[config.mk]
export PLATFORM = sky130hd
export DESIGN_NAME = tet_front
export DESIGN_NICKNAME = d
export VERILOG_FILES = /design/src/token_expiry_table_defines.svh /design/src/tet_pkg.sv /design/src/tet_front.sv
export SDC_FILE = /design/constraint.sdc
export NUM_CORES = 1
export LEC_CHECK = 0
export BUFFER_PORTS_ARGS = -buffer_cell sky130_fd_sc_hd__buf_4
export CAP_MARGIN = 20
export CORE_ASPECT_RATIO = 0.7
export CORE_MARGIN = 5
export CORE_UTILIZATION = 45
export CTS_CLUSTER_SIZE = 20
export DETAILED_ROUTE_END_ITERATION = 10
export PLACE_DENSITY = 0.7
export SYNTH_ARGS = -nofsm -noshare
export SYNTH_HDL_FRONTEND = slang
export SYNTH_SLANG_ARGS = --single-unit
[constraint.sdc]
create_clock -name clk -period 7.2 [get_ports clk]
set_input_delay 0.72 -clock clk [delete_from_list [all_inputs] [get_ports clk]]
set_output_delay 0.72 -clock clk [all_outputs]
set_load 0.05 [all_outputs]
[src/token_expiry_table_defines.svh]
// Assertion helpers for the token expiry table RTL.
`ifndef TOKEN_EXPIRY_TABLE_DEFINES_SVH
`define TOKEN_EXPIRY_TABLE_DEFINES_SVH

// Same-cycle implication, sampled on clk, off during reset.
`define TET_ASSERT_NOW(lbl, ante, cons, msg) \
    lbl: assert property (@(posedge clk) disable iff (!rst_n) (ante) |-> (cons)) \
        else $error(msg);

// Next-cycle implication, sampled on clk, off during reset.
`define TET_ASSERT_NEXT(lbl, ante, cons, msg) \
    lbl: assert property (@(posedge clk) disable iff (!rst_n) (ante) |=> (cons)) \
        else $error(msg);

`endif

[src/tet_pkg.sv]
`timescale 1ns / 1ps

package tet_pkg;

    // Table geometry
    localparam int ENTRIES  = 64;
    localparam int IDX_W    = $clog2(ENTRIES);
    localparam int KEY_W    = 64;
    localparam int TIME_W   = 31;
    localparam int EXP_W    = TIME_W + 1;
    localparam int CNT_W    = 7;
    localparam logic [IDX_W-1:0] LAST_IDX  = IDX_W'(ENTRIES - 1);
    localparam logic [CNT_W-1:0] COUNT_MAX = '1;

    // Command queue between front and back (depth is a power of two)
    localparam int CQ_DEPTH = 2;
    localparam int CQ_IDX_W = $clog2(CQ_DEPTH);
    localparam int CQ_CNT_W = $clog2(CQ_DEPTH + 1);

    // Time to live after reset
    localparam logic [TIME_W-1:0] TTL_RESET = TIME_W'(1);

    // Request codes on the input word
    localparam logic [1:0] REQ_GENERATE = 2'd0;
    localparam logic [1:0] REQ_RENEW    = 2'd1;
    localparam logic [1:0] REQ_COUNT    = 2'd2;

    // Status codes on the result word
    localparam logic [1:0] ST_DONE    = 2'd0;
    localparam logic [1:0] ST_IGNORED = 2'd1;
    localparam logic [1:0] ST_FULL    = 2'd2;

    // Classified operation handed to the back end
    typedef enum logic [1:0] {
        OP_GEN   = 2'd0,
        OP_RENEW = 2'd1,
        OP_COUNT = 2'd2,
        OP_NOP   = 2'd3
    } op_t;

    typedef struct packed {
        logic [1:0]        req_type;
        logic [KEY_W-1:0]  token_key;
        logic [TIME_W-1:0] now;
    } req_t;

    typedef struct packed {
        logic [CNT_W-1:0] live_count;
        logic [1:0]       status;
    } rsp_t;

    typedef struct packed {
        op_t               op;
        logic [KEY_W-1:0]  key;
        logic [TIME_W-1:0] now;
    } cmd_t;

endpackage

[src/tet_front.sv]
`timescale 1ns / 1ps

module tet_front (
    input  logic          clk,
    input  logic          rst_n,
    input  logic          push,
    output logic          full,
    input  tet_pkg::req_t req,
    output logic          cmd_valid,
    input  logic          cmd_ready,
    output tet_pkg::cmd_t cmd
);
    import tet_pkg::*;

    cmd_t                cq_mem [CQ_DEPTH];
    logic [CQ_IDX_W-1:0] wr_ptr_reg, wr_ptr_next;
    logic [CQ_IDX_W-1:0] rd_ptr_reg, rd_ptr_next;
    logic [CQ_CNT_W-1:0] cnt_reg, cnt_next;
    cmd_t                cls_cmd;
    logic                push_ok;
    logic                pop_ok;

    // Classify the incoming word
    always_comb
    begin
        cls_cmd.key = req.token_key;
        cls_cmd.now = req.now;
        case (req.req_type)
            REQ_GENERATE: cls_cmd.op = OP_GEN;
            REQ_RENEW:    cls_cmd.op = OP_RENEW;
            REQ_COUNT:    cls_cmd.op = OP_COUNT;
            default:      cls_cmd.op = OP_NOP;
        endcase
    end

    assign full      = (cnt_reg == CQ_CNT_W'(CQ_DEPTH));
    assign cmd_valid = (cnt_reg != '0);
    assign cmd       = cq_mem[rd_ptr_reg];
    assign push_ok   = push && !full;
    assign pop_ok    = cmd_valid && cmd_ready;

    // Queue pointers and fill level
    always_comb
    begin
        wr_ptr_next = push_ok ? wr_ptr_reg + 1'b1 : wr_ptr_reg;
        rd_ptr_next = pop_ok ? rd_ptr_reg + 1'b1 : rd_ptr_reg;
        cnt_next    = cnt_reg;
        if (push_ok && !pop_ok)
            cnt_next = cnt_reg + 1'b1;
        else if (!push_ok && pop_ok)
            cnt_next = cnt_reg - 1'b1;
    end

    always_ff @(posedge clk or negedge rst_n)
    begin
        if (!rst_n)
        begin
            wr_ptr_reg <= '0;
            rd_ptr_reg <= '0;
            cnt_reg    <= '0;
        end
        else
        begin
            wr_ptr_reg <= wr_ptr_next;
            rd_ptr_reg <= rd_ptr_next;
            cnt_reg    <= cnt_next;
        end
    end

    // Queue storage
    always_ff @(posedge clk)
    begin
        if (push_ok)
            cq_mem[wr_ptr_reg] <= cls_cmd;
    end

endmodule

==> Implementation_results.wiki <==
{| class="wikitable"
! Metric !! Value
|-
| Status || finished, final reports clean
|-
| Path type of the worst min-delay path || input pin to asynchronous set/reset pin
|-
| Critical R2R Capture || cq_mem[0][15]
|-
| Delay of the slowest cell on the worst path || 0.94 ns
|-
| Overall global routing resource usage || 15.3%
|-
| Net count of the mapped netlist || 425
|-
| Max H-tree Level || 4
|-
| Slowest-stage cell, CP || dfrtp_4
|-
| Highest net fanout along the worst path || 59
|-
| Number of clock buffers inserted by TritonCTS || 17
|-
| Final setup viols || 0
|-
| Total via count in the routed design || 3657
|-
| Clk Tree Root Cell || clkbuf_16
|-
| Post-Synthesis Mean Instance Area || 22.5 sq um
|-
| Insertion delay to the later sink of the worst-skew pair || 0.42 ns
|-
| Post-Syn Area || 7280 sq um
|-
| CP Capture Type || output port
|-
| Site Rows || 38
|-
| Number of library cell types mapped by synthesis || 16
|-
| First-pass GRT wire length || 21700 um
|-
| Resized cells post-CTS || 0
|-
| Count of mapped cells out of synthesis || 323
|-
| Die Y-Extent || 116 um
|-
| Core area || 15700 sq um
|-
| Max-cap check violation count || 0
|-
| Unrepaired setup endpoints after global routing || no
|-
| Final Critical Period || 3.39 ns
|-
| Highest routing layer actually used || met4
|-
| Number of placed I/O pins || 200
|-
| Core utilization of the finished layout || 61.3%
|-
| CP Cell Sequence || buf_4, mux2_2, buf_4
|-
| FF-to-FF path depth || 5
|-
| Routed Antenna Nets || 0
|-
| Number of antenna cells inserted || 0
|-
| Die X || 162 um
|-
| #FFs+latches synth || 198
|-
| Clock Path Buffers || 2
|-
| Largest register FFs || 194
|-
| Setup total negative slack || 0 ns
|-
| Overall power || 4.67 mW
|-
| Origin of the worst setup path || rd_ptr_reg
|-
| Maximum number of pins on one net before global-route repair || 62
|-
| Req. time, crit path || 6.48 ns
|-
| Via count normalized by instance count || 4.91
|-
| Final worst-path cycle share || 47.0%
|-
| Number of input and output port buffers inserted || 199
|-
| Data arrival time of the worst path || 2.67 ns
|-
| Final HPWL DP || 9600 um
|-
| Area Overhead vs Synth || 32.1%
|-
| DRC violations left || 0
|-
| Final instance area || 9620 sq um
|-
| GP Congestion || 0.772
|-
| Starting utilization of the core area || 46.4%
|-
| Total number of clock tree sinks || 198
|-
| Placed Instances || 712
|-
| Worst vdd ir || 0.000349 V
|-
| Ratio of cells with drive above 1 in the final layout || 61.5%
|-
| Cell type with the highest occurrence count on the critical path || buf_4
|-
| Setup clock skew after layout || 0.00927 ns
|-
| Final layout net count || 634
|-
| CP startpoint kind || flop
|-
| Detailed route wirelength on metal2 || 6530 um
|-
| Clock-pin slew of the registers on the worst-case setup and hold paths || 0.07 ns
|-
| Average wire length per cell after detail routing || 19.0 um
|-
| Number of DRC markers in iteration 0 || 229
|-
| Hold-fix buffers at CTS || 0
|-
| Routed length on met1 || 6120 um
|-
| Placed inst area || 8970 sq um
|-
| Most used cells in the layout excluding fill and tap cells || 202 x buf_4, 194 x edfxtp_1, 77 x mux2_2, 20 x mux2_4, 17 x clkbuf_16
|-
| Slew of the pin with the lowest slew margin || 0.820 ns
|-
| Routed wire length || 14200 um
|-
| Max_slew headroom || 45.3%
|-
| Start-to-end type of the worst setup path || flop to output port
|-
| Final hold vios || 0
|-
| Vias in the first global route || 4031
|-
| Routed wire length on met3 || 1370 um
|-
| Pleak || 3.65 nW
|-
| Final non-filler cell total || 745
|-
| Fraction of the yosys area taken by sequential cells || 81.4%
|-
| Register-to-register path setup slack || 4.82 ns
|-
| Number of antenna violations at the first check in global routing || 0
|-
| Total congestion overflow after global routing || 0
|-
| Critical register-to-register path startpoint || cnt_reg[0]
|-
| Leading cell type in the layout, fill and taps excluded || buf_4
|-
| Count of pins over their slew limit || 0
|-
| Total die area || 18900 sq um
|-
| Post-CTS setup-driven buffer insertion count || 0
|-
| Maximum operating frequency || 295 MHz
|-
| Synth warn || 0
|-
| Pwr Density || 486 nW/um^2
|-
| Clock tree from TritonCTS || yes
|-
| Pre-antenna DRT Iters || 4
|}
Yosys cell counts (all sizes together):
| library cell | n | share of area (%) |
|---|---|---|
| xor2 | 2 | 0.24 |
| nand2b | 1 | 0.086 |
| nor2 | 2 | 0.10 |
| mux2 | 97 | 16 |
| dfrtp | 4 | 1.4 |
| buf | 11 | 1.1 |
| and3 | 1 | 0.086 |
| edfxtp | 194 | 80 |
| ha | 1 | 0.17 |
| clkbuf | 2 | 0.10 |
| xnor2 | 3 | 0.36 |
| or2 | 1 | 0.086 |
| nand2 | 2 | 0.10 |
| inv | 2 | 0.10 |
critical path, delay by kind of cell (launching register included):
kind / cells / cell delay, ns
buf+inv: 2 / 0.84
mux: 1 / 0.42
flops: 1 / 0.94
routing by layer:
| layer | up-vias | track usage [%] |
|---|---|---|
| met1 | 1804 | 19.8 |
| li1 | 1686 | - |
| met5 | - | 0 |
| met4 | 0 | 4.56 |
| met3 | 11 | 6.91 |
| met2 | 156 | 23.6 |
how the worst max path moves through the flow:
| stage | slack (ns) | end |
|---|---|---|
| global placement | 4.16 | cq_mem[0][34] |
| finish | 3.81 | cmd[21] |
| global route | 3.67 | cmd[23] |
| detailed placement | 4.11 | cq_mem[0][34] |
| floorplan | 1.80 | cq_mem[0][0] |
| CTS | 3.75 | cmd[85] |
final cells by class:
class	instances	area, sq um
fill	1137	6070
clock inverter	14	194
sequential	198	5930
tap	200	250
timing repair buffer	203	1540
clock buffer	18	429
inverter	2	7.51
multi-input combinational	110	1270
power breakdown:
group	internal, mW	switching, mW
Combinational	0.671	1.31
Clock	0.558	0.424
Sequential	1.58	0.125
Total	2.81	1.86
per-stage QoR:
step,setup WS (ns),hold WS (ns)
after detailed placement,4.11,0.493
after floorplan,1.80,0.424
after CTS,3.75,0.0633
final,3.81,0.0849
after global placement,4.16,0.472
after global routing,3.67,0.0576
logic make-up (layout without fill, tap and decap cells):
logic type | Yosys count | count (layout) | synth area share, %
fa+ha+maj | 1 | 1 | 0.172
flops | 198 | 198 | 81.4
simple gates | 7 | 7 | 0.464
xor+xnor | 5 | 5 | 0.602
buf+inv | 15 | 237 | 1.31
mux | 97 | 97 | 16.0
(Power assumes the default switching activity.)
